--- config.mk ---
export PLATFORM = sky130hd
export DESIGN_NAME = jsl_queue
export DESIGN_NICKNAME = d
export VERILOG_FILES = /design/src/sv/jsl_pkg.sv /design/src/sv/jsl_queue.sv
export SDC_FILE = /design/constraint.sdc
export NUM_CORES = 1
export LEC_CHECK = 0
export BUFFER_PORTS_ARGS = -buffer_cell sky130_fd_sc_hd__buf_2
export CELL_PAD_IN_SITES_DETAIL_PLACEMENT = 0
export CELL_PAD_IN_SITES_GLOBAL_PLACEMENT = 1
export CORE_MARGIN = 2
export CORE_UTILIZATION = 43
export CTS_CLUSTER_SIZE = 14
export DETAILED_ROUTE_END_ITERATION = 8
export PLACE_DENSITY = 0.77
export SYNTH_ARGS = -nofsm -noshare
export SYNTH_HDL_FRONTEND = slang
export SYNTH_SLANG_ARGS = --single-unit
--- constraint.sdc ---
create_clock -name i_clk -period 9.5 [get_ports i_clk]
set_clock_uncertainty 0.1 [all_clocks]
set_input_delay 0.475 -clock i_clk [delete_from_list [all_inputs] [get_ports i_clk]]
set_output_delay 0.475 -clock i_clk [all_outputs]
set_load 0.03 [all_outputs]
--- src/sv/jsl_pkg.sv ---
package jsl_pkg;

    localparam int NUM_JOINTS = 6;
    localparam int POS_WIDTH  = 32;

    localparam int SLEW_W     = 16;
    localparam int TICK_W     = 25;
    localparam int VEL_W      = 32;
    localparam int CFG_IDX_W  = 4;
    localparam int CFG_DATA_W = 32;
    localparam int CNT_W      = 3;
    localparam int RUN_W      = 32;
    localparam int SUM_W      = 48;
    localparam int Q_DEPTH    = 2;
    localparam int NUM_REGS   = 2 + NUM_JOINTS;

    localparam logic [CFG_IDX_W-1:0] REG_SLEW = CFG_IDX_W'(0);
    localparam logic [CFG_IDX_W-1:0] REG_TICK = CFG_IDX_W'(1);
    localparam logic [CFG_IDX_W-1:0] REG_VEL0 = CFG_IDX_W'(2);

    localparam logic [SLEW_W-1:0] SLEW_RESET = SLEW_W'(16384);
    localparam logic [TICK_W-1:0] TICK_RESET = TICK_W'(67109);

    localparam logic CMD_LIMIT  = 1'b0;
    localparam logic CMD_RESEED = 1'b1;

    // queue entry kinds, decided by the front end
    localparam logic [1:0] KIND_LIMIT  = 2'd0;
    localparam logic [1:0] KIND_PASS   = 2'd1;
    localparam logic [1:0] KIND_RESEED = 2'd2;

    typedef logic [NUM_JOINTS-1:0][POS_WIDTH-1:0] t_pos_vec;

    typedef struct packed {
        logic [1:0] kind;
        t_pos_vec   pos;
    } t_qent;

    typedef struct packed {
        logic                   not_empty;
        logic                   full;
    } t_q_stat;

    typedef struct packed {
        logic                   cmd;
        logic signed [POS_WIDTH-1:0] joint_pos_0;
        logic signed [POS_WIDTH-1:0] joint_pos_1;
        logic signed [POS_WIDTH-1:0] joint_pos_2;
        logic signed [POS_WIDTH-1:0] joint_pos_3;
        logic signed [POS_WIDTH-1:0] joint_pos_4;
        logic signed [POS_WIDTH-1:0] joint_pos_5;
    } t_in;

    typedef struct packed {
        logic signed [POS_WIDTH-1:0] out_pos_0;
        logic signed [POS_WIDTH-1:0] out_pos_1;
        logic signed [POS_WIDTH-1:0] out_pos_2;
        logic signed [POS_WIDTH-1:0] out_pos_3;
        logic signed [POS_WIDTH-1:0] out_pos_4;
        logic signed [POS_WIDTH-1:0] out_pos_5;
        logic [CNT_W-1:0]       clipped_count;
        logic [RUN_W-1:0]       run_of_clipped_ticks;
        logic [SUM_W-1:0]       clip_total;
    } t_out;

endpackage

--- src/sv/jsl_queue.sv ---
module jsl_queue
    import jsl_pkg::*;
(
    input  logic    i_clk,
    input  logic    i_rst_n,
    input  logic    i_push,
    input  t_qent   i_ent,
    input  logic    i_pop,
    output t_qent   o_ent,
    output t_q_stat o_stat
);

    localparam int PW = $clog2(Q_DEPTH);
    localparam int CW = $clog2(Q_DEPTH + 1);

    t_qent         r_mem [Q_DEPTH];
    logic [PW-1:0] r_wp;
    logic [PW-1:0] r_rp;
    logic [CW-1:0] r_cnt;

    logic do_push;
    logic do_pop;

    assign do_push = i_push && (r_cnt != CW'(Q_DEPTH));
    assign do_pop  = i_pop && (r_cnt != '0);

    always_ff @(posedge i_clk) begin
        if (do_push) begin
            r_mem[r_wp] <= i_ent;
        end
    end

    always_ff @(posedge i_clk) begin
        if (!i_rst_n) begin
            r_wp  <= '0;
            r_rp  <= '0;
            r_cnt <= '0;
        end else begin
            if (do_push) begin
                r_wp <= (r_wp == PW'(Q_DEPTH - 1)) ? '0 : r_wp + PW'(1);
            end
            if (do_pop) begin
                r_rp <= (r_rp == PW'(Q_DEPTH - 1)) ? '0 : r_rp + PW'(1);
            end
            if (do_push && !do_pop) begin
                r_cnt <= r_cnt + CW'(1);
            end else if (do_pop && !do_push) begin
                r_cnt <= r_cnt - CW'(1);
            end
        end
    end

    assign o_ent            = r_mem[r_rp];
    assign o_stat.not_empty = (r_cnt != '0);
    assign o_stat.full      = (r_cnt == CW'(Q_DEPTH));

endmodule

Yosys cells after proc, flatten, opt, wreduce, memory -nomap -nowiden
Memory sizes are Yosys's and may differ from the RTL's. A register that Yosys moved wholly into a read port is not among the register bits.
Index checks and enable logic that the tools add are counted.
{"block": "word_totals", "regBits": 4, "mem_bits_rw": 388, "out_inout_bits": 196, "memories": 1}
{"memory": "r_mem", "words": 2, "width": 194, "rd": 1, "rd_ports_with_merged_regs": 1, "wr": 1, "line_no": "jsl_queue.sv:16", "rtl": "t_qent r_mem [Q_DEPTH];"}
{"block": "classes", "add_sub_neg": 4, "n_eq_ne": 2, "n_mux": 8, "n_reduce_logical": 8}
{"cell": "$mux W1", "n": 6}
{"cell": "$logic_and A1 B1 Y1", "n": 4}
{"cell": "$mux W2", "n": 2}
{"cell": "$reduce_bool A2 Y1", "n": 2}
{"cell": "$add A1 B1 Y1 const B", "n": 2}
{"cell": "$add A2 B1 Y2 const B", "n": 1}
{"cell": "$eq A2 B2 Y1 const B", "n": 1}
{"cell": "$logic_not A1 Y1", "n": 2}
{"cell": "$ne A2 B2 Y1 const B", "n": 1}
{"cell": "$sub A2 B1 Y2 const B", "n": 1}

Longest topological paths before layout
{"block": "depth", "ltp_word": 6, "mapped_depth": 7, "ltp_nobuf": 7}

Least setup slack after synthesis
Ideal clock, no wire load.
{"block": "synth_path", "path_type": "reg2reg", "from": "register r_cnt[0]", "to": "memory r_mem[0][0] (netlist name) (enable)", "setup_time_ps": 715, "t_arrival_ps": 8113, "slack_ps": 572, "path_stages_with_launch": 4, "path_buffers": 0, "cell_sequence": "dfxtp_1 -> nand2b_1 -> inv_1 -> nor3_2"}
{"block": "synth_via", "elab_chain_cells": 4}
{"item": "from (decl)", "line_no": "jsl_queue.sv:19", "rtl": "logic [CW-1:0] r_cnt;"}
{"item": "from (signal assigned)", "line_no": "jsl_queue.sv:46", "rtl": "r_cnt <= r_cnt + CW'(1);"}
{"item": "from (signal assigned)", "line_no": "jsl_queue.sv:48", "rtl": "r_cnt <= r_cnt - CW'(1);"}
{"item": "$ne A2 B2 Y1", "line_no": "jsl_queue.sv:24", "rtl": "assign do_push = i_push && (r_cnt != CW'(Q_DEPTH));"}
{"item": "$logic_and A1 B1 Y1", "line_no": "jsl_queue.sv:24"}
{"item": "$mux W1", "line_no": "jsl_queue.sv:28", "rtl": "if (do_push) begin"}
{"item": "$mux W1 (implied by the code)", "line_no": "jsl_queue.sv:29", "rtl": "r_mem[r_wp] <= i_ent;"}
{"item": "to (decl)", "line_no": "jsl_queue.sv:16"}
No other way between the ends.

==> qor.yml <==
power_density_over_the_cells_nw_per_um2: 298
reg2reg_to: "r_mem[0][87]$_DFFE_PP_"
synth.cells.most_frequent: "388 x sky130_fd_sc_hd__edfxtp_1, 160 x sky130_fd_sc_hd__mux2_4, 34 x sky130_fd_sc_hd__mux2_2"
largest_buffer_count_on_any_clock_path: 3
count_of_input_and_output_buffers: 393
maxSlewViolCount: 0
number_of_register_bits_inferred_by_synthesis: 393
setup_repair_after_global_routing_missed_its_margin: "false"
coreArea_um2: 34400
post_cts_hold_buffer_count: 0
async_flop_share_pct: 0
cts_inserted_buffers: 41
drive_above_1_share_pct: 60.6
globalRouteTotalUtil_pct: 15.1
netlist_top_cells_area: "sky130_fd_sc_hd__edfxtp_1 78%, sky130_fd_sc_hd__mux2_4 16%, sky130_fd_sc_hd__mux2_2 2.6%"
synth-edff-count: 388
yosys_warnings: 0
globalRouteOverflowTotal: 0
rows: 68
cts_setup_buffers: 0
synth_largest_area_cell: "sky130_fd_sc_hd__edfxtp_1"
yosys.cell_count.top_type: "sky130_fd_sc_hd__edfxtp_1"
post_dp_cell_area_um2: 17300
min-delay-start: "i_ent[19]"
r2r_setup_slack_ps: 6740
worst_setup_path_start_kind: "flip-flop"
synth_fp_nets: 828
worst_skew_pair.late_latency_ps: 520
synthesis.instances: 629
final_critical_path_setup_slack_ps: 5830
vias: 7159
ant_nets: 0
hpwlAfterDp_mm: 18.6
max-vdd-ir-drop_uv: 174
critical_path_class: "reg -> out"
initial_utilization_pct: 43.4
period_share_pct: 38.7
die_area_um2: 36200
cts_tree: "built"
place.gp.congestion: 0.755
status: "finished, final reports clean"
leakagePower_nw: 7.25
finalWorstPathRequiredPeriod_ps: 3670
end_kind: "output pin"
final-hold-violation-count: 0
post_detailed_route_wirelength_per_cell_um: 18.3
maximum_number_of_pins_on_one_net_before_global_route_repair: 141
drt-pass1-iter-count: 4
clock_sinks: 393
die_y_um: 190
finish.net_count: 1248
critical_path_required_ps: 8930
area.growth.synth_to_final_pct: 25.1
htreeDepth: 2
hold-path-cell-count: 1
ctsRootBufferMaster: "sky130_fd_sc_hd__clkbuf_16"
via_per_inst: 4.64
achievable-frequency_mhz: 272
worstRegToRegCells: 5
finish.instance_area_um2: 18600
ys_seq_area_share_pct: 78.8
timing.final.setup_violations: 0
drt-initial-drc-count: 284
die_width_um: 190
synth.cell_area_um2: 14900
route.detailed.drc: 0
timing_worst_slew_pin_value_ps: 1190
cts_repair_resize_count: 0
yosys.cell_types.count: 23
synth_flop_cell: "sky130_fd_sc_hd__edfxtp_1"
syn-mean-instance-area_um2: 23.7
grt_antenna_before_repair: 9
grt_first_pass_wirelength_mm: 41.8
yosys.area.top_type_share_pct: 78.2
rr_startpoint: "r_cnt[0]$_SDFFE_PN0P_"
cap_viol_max_count: 0
grt_pass1_vias: 7526
crit_fanout: 140
min_to: "r_mem[0][19]$_DFFE_PP_"
min-delay-path-class: "in -> reg"
boundaryPins: 394
worstPathArrival_ps: 3100
max-slew-margin-rel_pct: 20.4
setup_tns_ps: 0
dp_slack_ps: 6350
path_clk_slew_ps: 60
wirelength_mm: 28.3
-- state kept, by name, summed over array words and instances (netlist names), named ones only --
name / count
r_wp: 1
r_mem: 388
r_cnt: 2
r_rp: 1
-- area by class of cell --
cell class                      count  area (um^2)
Tap cell                          455          569
Clock buffer                       48         1090
Antenna cell                        6         15.0
Clock inverter                     28          258
Multi-Input combinational cell    212         2930
Fill cell                        2720        15700
Sequential cell                   393        11800
Timing Repair Buffer              399         2020
Inverter                            2         7.51
-- worst max path at each step --
stage	end	slack, ps
after floorplan	r_mem[0][0]$_DFFE_PP_	570
after global placement	o_ent[183]	6380
after detailed placement	o_ent[11]	6350
after CTS	o_ent[10]	5780
after global routing	o_ent[153]	5670
final	o_ent[153]	5830
-- cell usage in the layout, fill, tap and decap left out, drive strengths merged --
| master | count |
|---|---|
| a21boi | 2 |
| inv | 4 |
| clkbuf | 48 |
| or2 | 1 |
| clkinv | 21 |
| edfxtp | 388 |
| xnor2 | 2 |
| buf | 399 |
| ha | 1 |
| dfxtp | 5 |
| nor2 | 1 |
| bufinv | 5 |
| and2 | 3 |
| and3 | 1 |
| nand2b | 1 |
| diode | 6 |
| or3 | 1 |
| o21a | 1 |
| mux2 | 194 |
| nor3 | 1 |
| xor2 | 1 |
| o21ai | 2 |
-- kinds of logic (layout without fill, tap and decap cells) --
kind of cell / Yosys count / after routing / synth area share [%]
other: 0 / 6 / 0
AO/OA/AOI/OAI: 5 / 5 / 0.218
buffers and inverters: 24 / 477 / 1.61
AND/OR/NAND/NOR: 9 / 9 / 0.386
XOR/XNOR: 3 / 3 / 0.176
flip-flops: 393 / 393 / 78.8
adder cells (fa/ha/maj): 1 / 1 / 0.0839
multiplexers: 194 / 194 / 18.7
-- metrics by stage --
step	instances	hold WS (ps)	util, %	power [mW]
after CTS	1537	15.8	54.2	5.63
final	1543	41.7	54.3	5.56
after floorplan	629	379	-	3.68
after global placement	1461	403	50.3	4.02
after detailed placement	1461	409	50.3	4.04
after global routing	1543	11.9	54.3	5.79
-- critical path, cell delays in order (launching register included) --
cell and delay, ps:
sky130_fd_sc_hd__dfxtp_4 1000, sky130_fd_sc_hd__buf_12 670, sky130_fd_sc_hd__mux2_4 370, sky130_fd_sc_hd__buf_2 180
-- per-layer routing --
layer  GRT usage [%]  vias to the layer above  wire length (um)
met5               0                        -                41
met4            5.46                        6               685
met3            5.55                       57              2520
met2            25.3                      262             14100
met1            17.8                     3479             10900
li1                -                     3355                 -
-- power by group --
group	internal [mW]	switching [mW]	leakage [nW]
Clock	0.960	0.621	0.670
Combinational	0.667	1.03	2.91
Sequential	2.18	0.0966	3.67
Total	3.81	1.75	7.25
No activity file was read; power rests on OpenSTA's default activity.
