--- src/sv/jsl_pkg.sv ---
package jsl_pkg;

    localparam int NUM_JOINTS = 6;
    localparam int POS_WIDTH  = 32;

    localparam int SLEW_W     = 16;
    localparam int TICK_W     = 25;
    localparam int VEL_W      = 32;
    localparam int CFG_IDX_W  = 4;
    localparam int CFG_DATA_W = 32;
    localparam int CNT_W      = 3;
    localparam int RUN_W      = 32;
    localparam int SUM_W      = 48;
    localparam int Q_DEPTH    = 2;
    localparam int NUM_REGS   = 2 + NUM_JOINTS;

    localparam logic [CFG_IDX_W-1:0] REG_SLEW = CFG_IDX_W'(0);
    localparam logic [CFG_IDX_W-1:0] REG_TICK = CFG_IDX_W'(1);
    localparam logic [CFG_IDX_W-1:0] REG_VEL0 = CFG_IDX_W'(2);

    localparam logic [SLEW_W-1:0] SLEW_RESET = SLEW_W'(16384);
    localparam logic [TICK_W-1:0] TICK_RESET = TICK_W'(67109);

    localparam logic CMD_LIMIT  = 1'b0;
    localparam logic CMD_RESEED = 1'b1;

    // queue entry kinds, decided by the front end
    localparam logic [1:0] KIND_LIMIT  = 2'd0;
    localparam logic [1:0] KIND_PASS   = 2'd1;
    localparam logic [1:0] KIND_RESEED = 2'd2;

    typedef logic [NUM_JOINTS-1:0][POS_WIDTH-1:0] t_pos_vec;

    typedef struct packed {
        logic [1:0] kind;
        t_pos_vec   pos;
    } t_qent;

    typedef struct packed {
        logic                   not_empty;
        logic                   full;
    } t_q_stat;

    typedef struct packed {
        logic                   cmd;
        logic signed [POS_WIDTH-1:0] joint_pos_0;
        logic signed [POS_WIDTH-1:0] joint_pos_1;
        logic signed [POS_WIDTH-1:0] joint_pos_2;
        logic signed [POS_WIDTH-1:0] joint_pos_3;
        logic signed [POS_WIDTH-1:0] joint_pos_4;
        logic signed [POS_WIDTH-1:0] joint_pos_5;
    } t_in;

    typedef struct packed {
        logic signed [POS_WIDTH-1:0] out_pos_0;
        logic signed [POS_WIDTH-1:0] out_pos_1;
        logic signed [POS_WIDTH-1:0] out_pos_2;
        logic signed [POS_WIDTH-1:0] out_pos_3;
        logic signed [POS_WIDTH-1:0] out_pos_4;
        logic signed [POS_WIDTH-1:0] out_pos_5;
        logic [CNT_W-1:0]       clipped_count;
        logic [RUN_W-1:0]       run_of_clipped_ticks;
        logic [SUM_W-1:0]       clip_total;
    } t_out;

endpackage

--- src/sv/jsl_step_calc.sv ---
module jsl_step_calc
    import jsl_pkg::*;
(
    input  logic                  i_clk,
    input  logic                  i_rst_n,
    input  logic                  i_cfg_we,
    input  logic [CFG_IDX_W-1:0]  i_cfg_idx,
    input  logic [CFG_DATA_W-1:0] i_cfg_data,
    output logic                  o_busy,
    output t_pos_vec              o_step
);

    localparam int JW     = $clog2(NUM_JOINTS);
    localparam int A_W    = SLEW_W + VEL_W;
    localparam int SPLIT  = 24;
    localparam int HI_W   = A_W - SPLIT;
    localparam int P_W    = HI_W + TICK_W;
    localparam int S_W    = P_W + 1;
    localparam int SHIFT  = 14;

    localparam logic [1:0] PH_A   = 2'd0;
    localparam logic [1:0] PH_HI  = 2'd1;
    localparam logic [1:0] PH_LO  = 2'd2;
    localparam logic [1:0] PH_SUM = 2'd3;

    logic [SLEW_W-1:0] r_slew;
    logic [TICK_W-1:0] r_tick;
    logic [VEL_W-1:0]  r_vel [NUM_JOINTS];
    logic              r_busy;
    logic [JW-1:0]     r_jn;
    logic [1:0]        r_ph;
    logic [A_W-1:0]    r_a;
    logic [P_W-1:0]    r_hi;
    logic [P_W-1:0]    r_lo;
    t_pos_vec          r_step;

    logic [CFG_IDX_W-1:0] vel_off;
    logic                 vel_hit;
    logic [HI_W-1:0]      mul_op;
    logic [P_W-1:0]       mul_prod;
    logic [S_W-1:0]       sum_full;
    logic [POS_WIDTH-1:0] step_sat;

    assign vel_off = i_cfg_idx - REG_VEL0;
    assign vel_hit = (i_cfg_idx >= REG_VEL0) && (i_cfg_idx < CFG_IDX_W'(NUM_REGS));

    // one shared 24x25 multiplier for both halves of slew*vel
    assign mul_op   = (r_ph == PH_HI) ? r_a[A_W-1:SPLIT] : HI_W'(r_a[SPLIT-1:0]);
    assign mul_prod = P_W'(mul_op) * P_W'(r_tick);

    assign sum_full = {1'b0, r_hi} + S_W'(r_lo >> SPLIT);

    always_comb begin
        if (|sum_full[S_W-1:SHIFT+POS_WIDTH]) begin
            step_sat = '1;
        end else begin
            step_sat = sum_full[SHIFT+POS_WIDTH-1:SHIFT];
        end
    end

    always_ff @(posedge i_clk) begin
        if (!i_rst_n) begin
            r_slew <= SLEW_RESET;
            r_tick <= TICK_RESET;
            for (int k = 0; k < NUM_JOINTS; k++) begin
                r_vel[k] <= '0;
            end
            r_busy <= 1'b1;
            r_jn   <= '0;
            r_ph   <= PH_A;
        end else if (i_cfg_we) begin
            if (i_cfg_idx == REG_SLEW) begin
                r_slew <= i_cfg_data[SLEW_W-1:0];
            end else if (i_cfg_idx == REG_TICK) begin
                r_tick <= i_cfg_data[TICK_W-1:0];
            end else if (vel_hit) begin
                r_vel[vel_off[JW-1:0]] <= i_cfg_data[VEL_W-1:0];
            end
            // restart the sweep; an ignored write just recomputes the same values
            r_busy <= 1'b1;
            r_jn   <= '0;
            r_ph   <= PH_A;
        end else if (r_busy) begin
            case (r_ph)
                PH_A: begin
                    r_a  <= A_W'(r_slew) * A_W'(r_vel[r_jn]);
                    r_ph <= PH_HI;
                end
                PH_HI: begin
                    r_hi <= mul_prod;
                    r_ph <= PH_LO;
                end
                PH_LO: begin
                    r_lo <= mul_prod;
                    r_ph <= PH_SUM;
                end
                PH_SUM: begin
                    r_step[r_jn] <= step_sat;
                    r_ph         <= PH_A;
                    if (r_jn == JW'(NUM_JOINTS - 1)) begin
                        r_busy <= 1'b0;
                    end else begin
                        r_jn <= r_jn + JW'(1);
                    end
                end
                default: begin
                    r_ph <= PH_A;
                end
            endcase
        end
    end

    assign o_busy = r_busy;
    assign o_step = r_step;

endmodule

--- config.mk ---
export PLATFORM = sky130hd
export DESIGN_NAME = jsl_step_calc
export DESIGN_NICKNAME = d
export VERILOG_FILES = /design/src/sv/jsl_pkg.sv /design/src/sv/jsl_step_calc.sv
export SDC_FILE = /design/constraint.sdc
export NUM_CORES = 2
export LEC_CHECK = 0
export ABC_AREA = 1
export BUFFER_PORTS_ARGS = -buffer_cell sky130_fd_sc_hd__buf_2
export CAP_MARGIN = 0
export CORE_ASPECT_RATIO = 1.4
export CORE_UTILIZATION = 25
export DETAILED_ROUTE_END_ITERATION = 6
export HOLD_SLACK_MARGIN = 0.05
export PLACE_DENSITY = 0.5
export SYNTH_ARGS = -nofsm -noshare
export SYNTH_HDL_FRONTEND = slang
export SYNTH_SLANG_ARGS = --single-unit
--- constraint.sdc ---
create_clock -name i_clk -period 7.3 [get_ports i_clk]
set_clock_uncertainty 0.1 [all_clocks]
set_input_delay 0 -clock i_clk [delete_from_list [all_inputs] [get_ports i_clk]]
set_output_delay 0 -clock i_clk [all_outputs]
set_load 0.02 [all_outputs]
Yosys cells after proc, flatten, opt, wreduce, memory -nomap -nowiden
Memories as Yosys holds them, arrays and structs flattened. A register that Yosys moved wholly into a read port is not among the register bits. Cells that the tools add are included. W data, S select, Z words.

Add/subtract/negate cells: 3. Multipliers: 2. Magnitude comparators: 4. Eq/ne operators: 5. Mux-type cells: 21. Bitwise operators: 4. Reductions and logical operators: 14.

Operators by type and width (count): $bwmux W192 (1); $demux W32 S3 (1); $mux W32 (3); $add A49 B25 Y50 (1); $mul A24 B25 Y49 (1); $mul A16 B32 Y48 (1); $reduce_or A32 Y1 (1); $mux W24 (1); $reduce_and A4 Y1 (4); $mux W1 (11); $mux W3 (3); $pmux W2 S4 (1); $reduce_and A3 Y1 (2); $eq A2 B2 Y1 const B (2); $eq A4 B1 Y1 const B (1); $ge A4 B2 Y1 const B (1); $logic_not A4 Y1 (1); $lt A3 B4 Y1 const B (1); $lt A4 B4 Y1 const B (1); $not A1 Y1 (4); $reduce_or A4 Y1 (1); $add A3 B1 Y3 const B (1); $eq A3 B3 Y1 const B (1); $ge A3 B1 Y1 const B (1); 6 further kinds (7).

Flip-flop bits (word level): 385. Bits in writable memories: 192. Word-level logic and storage cells: 68. Memories kept: 1.

Memory list: r_vel (depth 6, bits a word 32, rd ports 1, clocked after memory_dff 1, write ports 6, line jsl_step_calc.sv:28) `logic [VEL_W-1:0] r_vel [NUM_JOINTS];`.

Logic depth before layout (Yosys ltp)
Depth in word-level cells: 10. Mapped depth: 36.

Least setup slack after synthesis
Ideal clock, no wire load.

Path type: flip-flop to flip-flop. From: register r_ph[1]. To: register r_hi[46] (data pin). Data arrival time: 6.642 ns. Required time: 6.943 ns. Setup slack: 0.301 ns. Stages on the path, launching flop included: 36. Buffers on the path: 3. Period minus slack after synthesis: 6.999 ns. Cells stage by stage: dfxtp_1 inv_1 ha_1 buf_2 inv_1 clkbuf_1 or2_2 o21ai_0 inv_1 buf_2 nand2_1 fa_1 inv_1 fa_1 inv_1 fa_1 inv_1 fa_1 inv_1 fa_1 inv_1 fa_1 inv_1 fa_1 inv_1 ha_1 nand2_1 inv_1 a21boi_0 nor2_1 nor2_1 nor2_1 o21ai_0 nand3_1 nand2_1 nand2_1.

Word-level cells in the longest chain between the ends: 3.

Ends and longest elaborated chain: start: declaration (line jsl_step_calc.sv:31) `logic [1:0] r_ph;`; start signal: assignment (line jsl_step_calc.sv:70) `r_ph <= PH_A;`; start signal: assignment (line jsl_step_calc.sv:82) `r_ph <= PH_A;`; start signal: assignment (line jsl_step_calc.sv:87) `r_ph <= PH_HI;`; $eq A2 B1 Y1 (line jsl_step_calc.sv:48) `assign mul_op = (r_ph == PH_HI) ? r_a[A_W-1:SPLIT] : HI_W'(r_a[SPLIT-1:0]);`; $mux W24 (line jsl_step_calc.sv:48); $mul A24 B25 Y49 (line jsl_step_calc.sv:49) `assign mul_prod = P_W'(mul_op) * P_W'(r_tick);`; via mul_prod[46] (line jsl_step_calc.sv:40) `logic [P_W-1:0] mul_prod;`; end signal: assignment (line jsl_step_calc.sv:90) `r_hi <= mul_prod;`; end: declaration (line jsl_step_calc.sv:33) `logic [P_W-1:0] r_hi;`.

The timed path passes the listed nets, and every way through them passes these cells. A chain may end at the register's enable or synchronous reset.

Final worst setup path
From: register r_ph[1]. To: register r_lo[38] (data pin).

Word-level cells in the longest chain between the ends: 3.

Ends and longest elaborated chain: $eq A2 B1 Y1 (line jsl_step_calc.sv:48); $mux W24 (line jsl_step_calc.sv:48); $mul A24 B25 Y49 (line jsl_step_calc.sv:49); via mul_prod[38] (line jsl_step_calc.sv:40); end signal: assignment (line jsl_step_calc.sv:94) `r_lo <= mul_prod;`; end: declaration (line jsl_step_calc.sv:34) `logic [P_W-1:0] r_lo;`.

The timed path passes the listed nets, and every way through them passes these cells.

==> impl_metrics.toml <==
[setup_path]
critPathArrivalTime_ps = 7550
worst_r2r_startpoint = "r_ph[1]$_SDFFE_PN0P_"
slowest_stage = "fa_2"
path_common_cell = "fa_2"
worstPathRequired_ps = 7640
max_stage_delay_ps = 610
crit_path_end_kind = "flip-flop"
startpoint_type = "flip-flop"
path_max_fanout = 8
crit_start = "r_ph[1]$_SDFFE_PN0P_"
crit_type = "reg -> reg"

[yosys]
synth_async_sr_flop_share_pct = 0
synth_ff_type = "edfxtp_1"
yosysTopAreaCell = "fa_1"
ys_seq_elements = 620
yosys_warnings = 0
synth_cells = 6697
synth_cell_types = 52
ys_seq_area_share_pct = 29.50
avgSynthCellArea_sq_um = 9.171
synth.top_cells.by_area = "fa_1 30%, edfxtp_1 28%, inv_1 8.5%, nand2_1 7.6%, ha_1 6.6%"
netlist.area_leader.share_pct = 30.05
syn-cell-area_sq_um = 61420
synth_edf_count = 570

[clocking]
cts_made_buffers = 71
htree_num_levels = 3
cts_root_buffer = "clkbuf_16"
clk_latency_ps = 720
cts.sinks = 620
clockBufferDepth = 3
cts_tree = "yes"
clk_pin_slew_worst_paths_ps = 60

[timing]
period_needed_ps = 7214
min_period_over_period_pct = 98.83
relSlewSlack_pct = 20.94
setup_violations = 0
finalWorstSetupSlack_ps = 85.63
tightest_slew_ps = 1183
rsz0062_at_grt = "yes"
fin_worst_hold_slack_ps = 92.52
final_max_slew_viol_count = 0
max_freq_mhz = 138.6
fin_tns_setup_ps = 0
hold_viol = 0

[route]
drt_iter0_drc = 2606
route.vias.total = 48260
drt_first_pass_iters = 5
drt-total-wl_microns = 227200
route.detailed.drc = 0
avgViaCountPerCell = 4.455
drtAntennaViolNets = 0
wl_per_cell_microns = 20.97

[die]
rows = 214
fp.coreArea_sq_um = 243400
io_pins = 232
die_width_microns = 420.9
die_h_microns = 588.5
die_area_sq_um = 247700
initial_core_util_pct = 25.23

[global_routing]
grt_pass1_wl_microns = 330000
overflow = 0
antenna_found_initial = 6
grt_pass1_vias = 52330
grtUsageTotal_pct = 17.95
grt_max_degree = 51

[final_layout]
final_area_sq_um = 76360
final_layout_size_suffix_gt1_share_pct = 18.57
syn2layout_area_growth_pct = 24.33
num-fill-cells = 25450
area.sequential_sq_um = 18130
multi_input_area_sq_um = 38840
nNetsFinal = 8823

[placed_design]
gp_congestion = 0.9195
portBuffers = 231
pre_cts_slack_ps = -1064
post_dp_cell_area_sq_um = 70920
dp_hpwl_microns = 187000

[status]
status = "complete, no violations"

[power]
power_leakage_nw = 34.27
power_density_nw_per_um2 = 468.0
peakVddDrop_v = 0.0009764
finalPower_mw = 35.73

[hold_path]
hp-start = "i_cfg_data[26]"
hold_class = "in -> reg"

[run]
maxCapViolCount = 0
cell families after synthesis:
kind of cell	share of synthesized area, %
xor+xnor	1.283
buf+inv	10.42
compound gates	4.950
mux	1.043
flops	29.50
other cells	0.006106
fa+ha+maj	36.69
simple gates	16.11
layer usage:
layer | global-route usage (%) | share of wire [%] | up-vias
met4 | 11.62 | 7.8 | 4
met1 | 18.44 | 35 | 24190
met2 | 34.34 | 53 | 1437
met3 | 1.769 | 3.7 | 504
li1 | - | - | 22120
met5 | 0 | 0.013 | -
final cells by class:
| cell class | count | share of cell area, % |
|---|---|---|
| tap | 3240 | 5.309 |
| timing repair buffer | 947 | 9.938 |
| inverter | 1421 | 7.018 |
| clock buffer | 86 | 2.400 |
| clock inverter | 43 | 0.7144 |
| antenna | 2 | 0.006554 |
| sequential | 620 | 23.74 |
| timing repair inverter | 1 | 0.009831 |
| multi-input combinational | 4474 | 50.86 |
where the power goes:
part	leakage [nW]	total, mW	switching [mW]	internal [mW]
Clock	1.14	3.64	1.59	2.05
Combinational	27.6	27.1	15.1	12.0
Sequential	5.54	5.03	0.132	4.90
what timing repair did:
action,4_1_cts,5_1_grt
pin swaps,40,143
hold buffers,60,0
endpoints found under the setup margin,63,86
buffers inserted,13,40
cloned,2,9
resized for setup,138,365
endpoints found under the hold margin,310,0
cell usage in the layout (no fill, tap or decap), types with 19 or more instances in the layout:
master / n
buf_6: 23
nor2_1: 883
ha_1: 296
o21ai_0: 146
clkbuf_16: 79
mux2i_1: 64
a21oi_1: 144
nand4_1: 24
buf_12: 50
xnor2_1: 31
nor2_4: 28
clkinv_1: 35
xor2_1: 46
nand2_2: 44
buf_4: 571
conb_1: 64
nand3_1: 131
nand2_1: 1196
nand3_2: 19
buf_2: 231
dlygate4sd3_1: 60
o221ai_1: 64
nor2_2: 47
ha_4: 25
inv_1: 1338
nor3_1: 49
a21oi_2: 43
fa_1: 896
dfxtp_1: 45
edfxtp_1: 570
o21ai_1: 21
fa_2: 26
inv_2: 57
state kept, by name, indices dropped and copies added, names as in the netlist, named ones only:
name and count:
o_busy 1, o_step 192, r_a 48, r_hi 49, r_jn 3, r_lo 25
r_ph 2, r_slew 16, r_tick 25, r_vel 256
cell usage after synthesis (10+ instances only):
master    instances
inv_1          1390
nand2_1        1241
nor2_1          953
fa_1            922
edfxtp_1        570
ha_1            326
a21oi_1         193
o21ai_0         192
clkbuf_1        170
nand3_1         142
mux2i_1          64
o221ai_1         64
nor3_1           63
buf_2            56
xor2_1           52
dfxtp_1          50
xnor2_1          38
nand4_1          24
clkinv_1         22
or2_2            22
o211ai_1         11
o21a_1           10
o21bai_1         10
final timing paths:
path                                 to  slack, ps  cells after the start
max reg2reg          r_lo[38]$_DFFE_PP_         90                     30
max                  r_lo[38]$_DFFE_PP_         90                     30
min          r_vel[0][26]$_SDFFCE_PN0P_         90                      4
min reg2reg     r_tick[15]$_SDFFE_PN0P_        390                      2
critical path, delay by kind of cell (launching register included):
kind / cells / cell delay (ps)
AOI/OAI and AO/OA: 3 / 580
xor gates and xnor gates: 1 / 200
DFF: 1 / 320
and+or+nand+nor: 5 / 660
buffers and inverters: 12 / 1250
adders and majority gates: 9 / 3830
metrics by stage:
step / utilization, % / instances
after floorplan: - / 6760
after global placement: 29.14 / 10580
after detailed placement: 29.14 / 10580
after CTS: 30.64 / 10790
after global routing: 31.37 / 10830
final: 31.37 / 10830
No activity file was read; power rests on OpenSTA's default activity.
