===== config.mk =====
export PLATFORM = sky130hd
export DESIGN_NAME = jsl_back
export DESIGN_NICKNAME = d
export VERILOG_FILES = /design/src/sv/jsl_pkg.sv /design/src/sv/jsl_back.sv
export SDC_FILE = /design/constraint.sdc
export NUM_CORES = 2
export LEC_CHECK = 0
export BUFFER_PORTS_ARGS = -buffer_cell sky130_fd_sc_hd__clkbuf_2
export CAP_MARGIN = 10
export CORE_ASPECT_RATIO = 0.9
export CORE_UTILIZATION = 36
export DETAILED_ROUTE_END_ITERATION = 7
export PLACE_DENSITY = 0.59
export SLEW_MARGIN = 20
export SYNTH_ARGS = -nofsm -noshare
export SYNTH_HDL_FRONTEND = slang
export SYNTH_SLANG_ARGS = --single-unit

===== constraint.sdc =====
create_clock -name i_clk -period 15.85 [get_ports i_clk]
set_input_delay 1.585 -clock i_clk [delete_from_list [all_inputs] [get_ports i_clk]]
set_output_delay 1.585 -clock i_clk [all_outputs]
set_load 0.01 [all_outputs]

===== src/sv/jsl_pkg.sv =====
package jsl_pkg;

    localparam int NUM_JOINTS = 6;
    localparam int POS_WIDTH  = 32;

    localparam int SLEW_W     = 16;
    localparam int TICK_W     = 25;
    localparam int VEL_W      = 32;
    localparam int CFG_IDX_W  = 4;
    localparam int CFG_DATA_W = 32;
    localparam int CNT_W      = 3;
    localparam int RUN_W      = 32;
    localparam int SUM_W      = 48;
    localparam int Q_DEPTH    = 2;
    localparam int NUM_REGS   = 2 + NUM_JOINTS;

    localparam logic [CFG_IDX_W-1:0] REG_SLEW = CFG_IDX_W'(0);
    localparam logic [CFG_IDX_W-1:0] REG_TICK = CFG_IDX_W'(1);
    localparam logic [CFG_IDX_W-1:0] REG_VEL0 = CFG_IDX_W'(2);

    localparam logic [SLEW_W-1:0] SLEW_RESET = SLEW_W'(16384);
    localparam logic [TICK_W-1:0] TICK_RESET = TICK_W'(67109);

    localparam logic CMD_LIMIT  = 1'b0;
    localparam logic CMD_RESEED = 1'b1;

    // queue entry kinds, decided by the front end
    localparam logic [1:0] KIND_LIMIT  = 2'd0;
    localparam logic [1:0] KIND_PASS   = 2'd1;
    localparam logic [1:0] KIND_RESEED = 2'd2;

    typedef logic [NUM_JOINTS-1:0][POS_WIDTH-1:0] t_pos_vec;

    typedef struct packed {
        logic [1:0] kind;
        t_pos_vec   pos;
    } t_qent;

    typedef struct packed {
        logic                   not_empty;
        logic                   full;
    } t_q_stat;

    typedef struct packed {
        logic                   cmd;
        logic signed [POS_WIDTH-1:0] joint_pos_0;
        logic signed [POS_WIDTH-1:0] joint_pos_1;
        logic signed [POS_WIDTH-1:0] joint_pos_2;
        logic signed [POS_WIDTH-1:0] joint_pos_3;
        logic signed [POS_WIDTH-1:0] joint_pos_4;
        logic signed [POS_WIDTH-1:0] joint_pos_5;
    } t_in;

    typedef struct packed {
        logic signed [POS_WIDTH-1:0] out_pos_0;
        logic signed [POS_WIDTH-1:0] out_pos_1;
        logic signed [POS_WIDTH-1:0] out_pos_2;
        logic signed [POS_WIDTH-1:0] out_pos_3;
        logic signed [POS_WIDTH-1:0] out_pos_4;
        logic signed [POS_WIDTH-1:0] out_pos_5;
        logic [CNT_W-1:0]       clipped_count;
        logic [RUN_W-1:0]       run_of_clipped_ticks;
        logic [SUM_W-1:0]       clip_total;
    } t_out;

endpackage


===== src/sv/jsl_back.sv =====
module jsl_back
    import jsl_pkg::*;
(
    input  logic     i_clk,
    input  logic     i_rst_n,
    input  t_qent    i_ent,
    input  t_q_stat  i_q_stat,
    input  t_pos_vec i_step,
    output logic     o_pop,
    output logic     o_out_valid,
    input  logic     i_out_stall,
    output t_out     o_out
);

    localparam int EW = POS_WIDTH + 2;
    localparam logic signed [EW-1:0] PMAX = {3'b000, {(POS_WIDTH-1){1'b1}}};
    localparam logic signed [EW-1:0] PMIN = {3'b111, {(POS_WIDTH-1){1'b0}}};

    t_pos_vec         r_ref;
    logic [RUN_W-1:0] r_run;
    logic [SUM_W-1:0] r_sum;
    logic             r_out_valid;
    t_out             r_out;

    t_pos_vec              lim;
    t_pos_vec              res;
    logic [NUM_JOINTS-1:0] clip;
    logic [CNT_W-1:0]      cnt;
    logic [RUN_W-1:0]      run_next;
    logic [SUM_W:0]        sum_ext;
    logic [SUM_W-1:0]      sum_next;
    logic                  out_free;
    logic                  emit;

    assign out_free = ~r_out_valid | ~i_out_stall;
    assign o_pop    = i_q_stat.not_empty & ((i_ent.kind == KIND_RESEED) | out_free);
    assign emit     = o_pop & (i_ent.kind != KIND_RESEED);

    // per-joint clamp against the reference (last output or reseed), lanes are independent
    always_comb begin
        logic signed [EW-1:0] want_x;
        logic signed [EW-1:0] prev_x;
        logic signed [EW-1:0] step_x;
        logic signed [EW-1:0] up;
        logic signed [EW-1:0] dn;
        for (int j = 0; j < NUM_JOINTS; j++) begin
            want_x = {{2{i_ent.pos[j][POS_WIDTH-1]}}, i_ent.pos[j]};
            prev_x = {{2{r_ref[j][POS_WIDTH-1]}}, r_ref[j]};
            step_x = {2'b00, i_step[j]};
            up     = prev_x + step_x;
            dn     = prev_x - step_x;
            if (want_x > up) begin
                clip[j] = 1'b1;
                lim[j]  = (up > PMAX) ? PMAX[POS_WIDTH-1:0] : up[POS_WIDTH-1:0];
            end else if (want_x < dn) begin
                clip[j] = 1'b1;
                lim[j]  = (dn < PMIN) ? PMIN[POS_WIDTH-1:0] : dn[POS_WIDTH-1:0];
            end else begin
                clip[j] = 1'b0;
                lim[j]  = i_ent.pos[j];
            end
        end
    end

    always_comb begin
        if (i_ent.kind == KIND_LIMIT) begin
            res = lim;
            cnt = CNT_W'($countones(clip));
        end else begin
            res = i_ent.pos;
            cnt = '0;
        end
        if (cnt == '0) begin
            run_next = '0;
        end else if (r_run == '1) begin
            run_next = r_run;
        end else begin
            run_next = r_run + RUN_W'(1);
        end
        sum_ext  = {1'b0, r_sum} + (SUM_W+1)'(cnt);
        sum_next = sum_ext[SUM_W] ? '1 : sum_ext[SUM_W-1:0];
    end

    always_ff @(posedge i_clk) begin
        if (!i_rst_n) begin
            r_run       <= '0;
            r_sum       <= '0;
            r_out_valid <= 1'b0;
        end else begin
            if (o_pop) begin
                case (i_ent.kind)
                    KIND_RESEED: begin
                        r_run <= '0;
                    end
                    KIND_LIMIT: begin
                        r_run <= run_next;
                        r_sum <= sum_next;
                    end
                    default: begin
                    end
                endcase
            end
            if (emit) begin
                r_out_valid <= 1'b1;
            end else if (!i_out_stall) begin
                r_out_valid <= 1'b0;
            end
        end
    end

    always_ff @(posedge i_clk) begin
        if (o_pop) begin
            r_ref <= res;
        end
        if (emit) begin
            r_out.out_pos_0     <= res[0];
            r_out.out_pos_1     <= res[1];
            r_out.out_pos_2     <= res[2];
            r_out.out_pos_3     <= res[3];
            r_out.out_pos_4     <= res[4];
            r_out.out_pos_5     <= res[5];
            r_out.clipped_count <= cnt;
            if (i_ent.kind == KIND_LIMIT) begin
                r_out.run_of_clipped_ticks <= run_next;
                r_out.clip_total           <= sum_next;
            end else begin
                r_out.run_of_clipped_ticks <= r_run;
                r_out.clip_total           <= r_sum;
            end
        end
    end

    assign o_out_valid = r_out_valid;
    assign o_out       = r_out;

endmodule

Yosys cells after proc, flatten, opt, wreduce, memory -nomap -nowiden
Index checks and enable logic that the tools add are counted.
- reductions and logical operators: 5
- magnitude comparators: 24
- multiplexer cells: 45
- add/sub/neg operators: 19
- equal/unequal tests: 4
- bitwise operators: 6
- operator list (operator ; count):
    $mux W32 ; 26
    $add A32 B33 Y34 ; 6
    $gt A32 B34 Y1 ; 6
    $gt A34 B32 Y1 const B ; 6
    $lt A32 B34 Y1 ; 6
    $lt A34 B32 Y1 const B ; 6
    $sub A32 B33 Y34 ; 6
    $mux W192 ; 1
    $mux W80 ; 1
    $pmux W32 S2 ; 1
    $add A48 B3 Y49 ; 1
    $mux W48 ; 1
    $add A32 B1 Y32 const B ; 1
    $eq A32 B32 Y1 const B ; 1
    $mux W1 ; 14
    $add A1 B1 Y2 ; 3
    $reduce_and A2 Y1 ; 2
    $add A2 B2 Y3 ; 1
    $add A3 B2 Y3 ; 1
    $logic_not A3 Y1 ; 1
    $mux W3 ; 1
    $and A1 B1 Y1 ; 2
    $eq A2 B2 Y1 const B ; 1
    $logic_not A2 Y1 ; 1
    other kinds (5) ; 7
- logic and storage cells: 121
- flip-flop bits (word level): 548
- output and inout port bits: 277

Longest topological paths before layout
- word-level depth: 11
- gate-level depth with buffers: 46
- depth with buffers taken out: 42

Least setup slack after synthesis
OpenSTA, ideal clock, no wires.
- path type: input-to-reg
- start point: input port i_ent[193] (netlist name)
- end point: register r_out, in the netlist o_out[0] (enable)
- data arrival time: 13.308 ns
- required time: 14.931 ns
- setup slack: 1.624 ns
- stages: 3
- setup time: 0.919 ns
- cells stage by stage: nor2b_1 o21ai_1 nor2_1
- cells in the longest elaborated chain, start to end: 4
- elaborated cells on any way between the ends: 5
- classes of those cells: 2 x eq/ne; 3 x bitwise
- ends and longest elaborated chain (element ; RTL line ; text):
    from (decl) ; jsl_back.sv:6 ; input t_qent i_ent,
    $eq A2 B2 Y1 ; jsl_back.sv:36 ; assign o_pop = i_q_stat.not_empty & ((i_ent.kind == KIND_RESEED) | out_free);
    $or A1 B1 Y1 ; jsl_back.sv:36 ;
    $and A1 B1 Y1 ; jsl_back.sv:36 ;
    $and A1 B1 Y1 * ; jsl_back.sv:37 ; assign emit = o_pop & (i_ent.kind != KIND_RESEED);
    via emit ; jsl_back.sv:33 ; logic emit;
    to (decl) ; jsl_back.sv:23 ; t_out r_out;
Mark *: on every way through the listed nets, which the timed path passes. The rest lies on a longest branch.
A chain may end at the register's enable or synchronous reset.

Worst setup path in the final report
- start point: input port i_step[0] (netlist name)
- end point: register r_sum[5]
- cells in the longest elaborated chain, start to end: 10
- elaborated cells on any way between the ends: 12
- classes of those cells: 6 x add/sub; 2 x order compare; 4 x mux
- ends and longest elaborated chain (element ; RTL line ; text):
    from (decl) ; jsl_back.sv:8 ; input t_pos_vec i_step,
    $sub A32 B33 Y34 ; jsl_back.sv:51 ; dn = prev_x - step_x;
    $lt A32 B34 Y1 ; jsl_back.sv:55 ; end else if (want_x < dn) begin
    $mux W1 ; jsl_back.sv:55 ;
    $mux W1 * ; jsl_back.sv:52 ; if (want_x > up) begin
    $add A1 B1 Y2 (not written as such) * ; jsl_back.sv:68 ; cnt = CNT_W'($countones(clip));
    $add A2 B2 Y3 (not written as such) * ; jsl_back.sv:68 ;
    $add A3 B2 Y3 (not written as such) * ; jsl_back.sv:68 ;
    $mux W3 * ; jsl_back.sv:66 ; if (i_ent.kind == KIND_LIMIT) begin
    $add A48 B3 Y49 * ; jsl_back.sv:80 ; sum_ext = {1'b0, r_sum} + (SUM_W+1)'(cnt);
    $mux W48 * ; jsl_back.sv:81 ; sum_next = sum_ext[SUM_W] ? '1 : sum_ext[SUM_W-1:0];
    to (signal assigned) ; jsl_back.sv:97 ; r_sum <= sum_next;
    to (decl) ; jsl_back.sv:21 ; logic [SUM_W-1:0] r_sum;
Mark *: on every way between the ends. The rest lies on a longest branch, timed or not.

==> results.tsv <==
metric	value	unit
status	finished with violations	
violations	DRC	
numPlacedInstances	8575	
design.final.nets	7881	
drive_gt1_frac	0.143	
netlist.top_cell.by_area	sky130_fd_sc_hd__edfxtp_1	
clock_sinks	548	
worst_setup_hold_path_clk_slew	0.06	ns
ys.flop_type	sky130_fd_sc_hd__edfxtp_1	
power.ir.vdd_worst	0.0000764	V
htree_levels	3	
ant_nets	0	
final-hold-violation-count	0	
setup_violations	0	
die_height	370	um
cpMaxStageDelayCell	sky130_fd_sc_hd__nor4b_2	
grt_antenna_before_repair	26	
postSynth.asyncResetShare	0	
critPathTopFamily	simple AND/OR/NAND/NOR gates	
fin_skew	0.0247	ns
total_of_flip_flops_plus_latches_after_synthesis	548	
detail_route.first_pass.iterations	8	
cts-hold-fix-buffers	0	
cts-buffers-inserted	76	
r2r_cell_count	41	
nFillCells	15000	
end_kind	flop	
synthesis.nets	7370	
post_synth_instance_area	54100	um2
grt_start_max_net_pins	71	
final_critical_period	12.93	ns
synth_commonest_cells	793 x sky130_fd_sc_hd__ha_1, 634 x sky130_fd_sc_hd__a21oi_1, 492 x sky130_fd_sc_hd__nor2_1, 476 x sky130_fd_sc_hd__inv_1, 467 x sky130_fd_sc_hd__edfxtp_1	
fin_cells	8722	
cts_setup_buffers	0	
clock_tree.buffer_depth	3	
critical_path_depth	42	
layout_worst_path_cycle_share	0.816	
cts.root.buffer_cell	sky130_fd_sc_hd__clkbuf_16	
area_growth_syn_to_layout	14.1	%
placement.cell_area	59100	um2
timing.hold.worst.class	reg -> reg	
crit_end	r_sum[5]	
largest_fanout_of_any_net_on_the_critical_path	27	
drt-vias-per-instance	5.72	
port_buffers	666	
reg2reg_to	r_sum[5]	
max_slew.worst_pin.slew	1.16	ns
syn_inst	6170	
worst_ep_arrival_time	13.51	ns
path_common_cell	sky130_fd_sc_hd__fa_1	
finalMaxSlewViolations	0	
die_w	410	um
number_of_enable_type_register_cells_in_the_synthesized_netlist	467	
synth_sequential_area_ratio	0.289	
wirelength	194	mm
via_count	49900	
timing.setup.critical_path_class	in -> reg	
routabilityCongestion	0.944	
total_power	7630	uW
grt_remaining_overflow	0	
avg_synthesized_cell_area	8.76	um2
top_level_ports	668	
routedWlPerCell	22.3	um
core_area	149000	um2
dieArea	152000	um2
slew_headroom	0.224	
clk-insertion-delay-late	0.68	ns
drt-initial-drc-count	4418	
maxClockFrequency	77.3	MHz
critical_path_required	16.43	ns
rsz0062_at_grt	no	
netlist_top_cells_area	sky130_fd_sc_hd__edfxtp_1 26%, sky130_fd_sc_hd__ha_1 18%, sky130_fd_sc_hd__a21oi_1 5.9%	
maxCapViolCount	0	
row_count	134	
static-leakage-power	0.0266	uW
critPathLaunch	i_step[0]	
route.detailed.drc	38	
post-synth-top-count-cell	sky130_fd_sc_hd__ha_1	
regToRegSetupSlack	3.62	ns
grt_pass1_wl	289	mm
yosysTopAreaCellShare	0.259	
vias_in_the_first_global_route	47000	
pwr_dens	124	nW/um2
dpl_wire_length	153	mm
grt_util_all_layers	0.245	
critPathLaunchType	primary input	
rr_startpoint	r_ref[0]	
finalInstanceArea	61700	um2
netlist-cell-type-count	113	
crit_path_max_incr_delay	0.59	ns
clock_tree_from_tritoncts	built	
initial_utilization	0.363	
critical_path.n_buffers_inverters	4	
yosys_warnings	0	
postCtsResizedCells	0	
finalSetupTns	0	ns
## logic make-up (layout without fill, tap and decap cells)
family	after synthesis	in the layout	share of synthesized area
AOI/OAI and AO/OA	2048	2048	0.258
and+or+nand+nor	1634	1634	0.148
adders and majority gates	809	809	0.189
buffers and inverters	761	1333	0.0549
DFF	548	548	0.289
xor gates and xnor gates	356	356	0.0578
muxes	14	14	0.00268
other	0	8	0
## how the worst min path moves through the flow
stage                    from        end  slack [ns]  cells after the start
CTS                 r_run[31]  r_run[31]        0.51                      1
floorplan           r_run[31]  r_run[31]        0.47                      1
detailed placement  r_run[31]  r_run[31]        0.50                      1
global route        r_run[31]  r_run[31]        0.53                      1
finish              r_run[31]  r_run[31]        0.51                      1
global placement    r_run[31]  r_run[31]        0.49                      1
## metrics by stage
stage          utilization  setup WS, ns  hold WS [ns]
2_1_floorplan            -          1.62         0.471
3_3_place_gp         0.397          2.56         0.487
3_5_place_dp         0.397          2.35         0.497
4_1_cts              0.414          3.04         0.512
5_1_grt              0.415          2.20         0.527
6_report             0.415          2.92         0.515
## sequential cells by signal (all words and copies together), names as in the netlist
register / cells
o_out: 275
o_out_valid: 1
r_ref: 192
r_run: 32
r_sum: 48
## cell usage in the layout (no fill, tap or decap), types with 111 or more instances in the layout
cell / synthesis / layout
sky130_fd_sc_hd__xnor2_1: 300 / 300
sky130_fd_sc_hd__a21oi_1: 634 / 634
sky130_fd_sc_hd__nand3_1: 126 / 126
sky130_fd_sc_hd__a21o_1: 188 / 187
sky130_fd_sc_hd__nand2_1: 334 / 333
sky130_fd_sc_hd__nand2b_1: 111 / 111
sky130_fd_sc_hd__o21ai_0: 251 / 251
sky130_fd_sc_hd__inv_1: 476 / 475
sky130_fd_sc_hd__clkbuf_2: 0 / 666
sky130_fd_sc_hd__nor3_1: 115 / 115
sky130_fd_sc_hd__nor2_1: 492 / 485
sky130_fd_sc_hd__edfxtp_1: 467 / 467
sky130_fd_sc_hd__ha_1: 793 / 793
## per-layer routing
metal	vias to the layer above	routed length (um)	global-route usage
met2	1671	83600	0.375
met5	-	151	0
met1	24000	91400	0.351
met4	22	5940	0.0728
met3	272	13000	0.0415
li1	24000	-	-
## where the power goes
group	internal, uW	leakage [uW]	switching, uW
sequential	1820	0.00515	94.5
clock	1050	0.00122	729
combinational	1510	0.0202	2430
## final cells by class
class | instances | area, um2 | share of cell area
well taps | 1972 | 2470 | 0.0400
clock inverters | 47 | 460 | 0.00747
diodes | 8 | 20.0 | 0.000325
multi-input cells | 4861 | 35500 | 0.576
clock buffers | 92 | 2070 | 0.0335
inverters | 487 | 1840 | 0.0298
flip-flops and latches | 548 | 15600 | 0.254
repair buffers | 707 | 3650 | 0.0593
(Power assumes the default switching activity.)
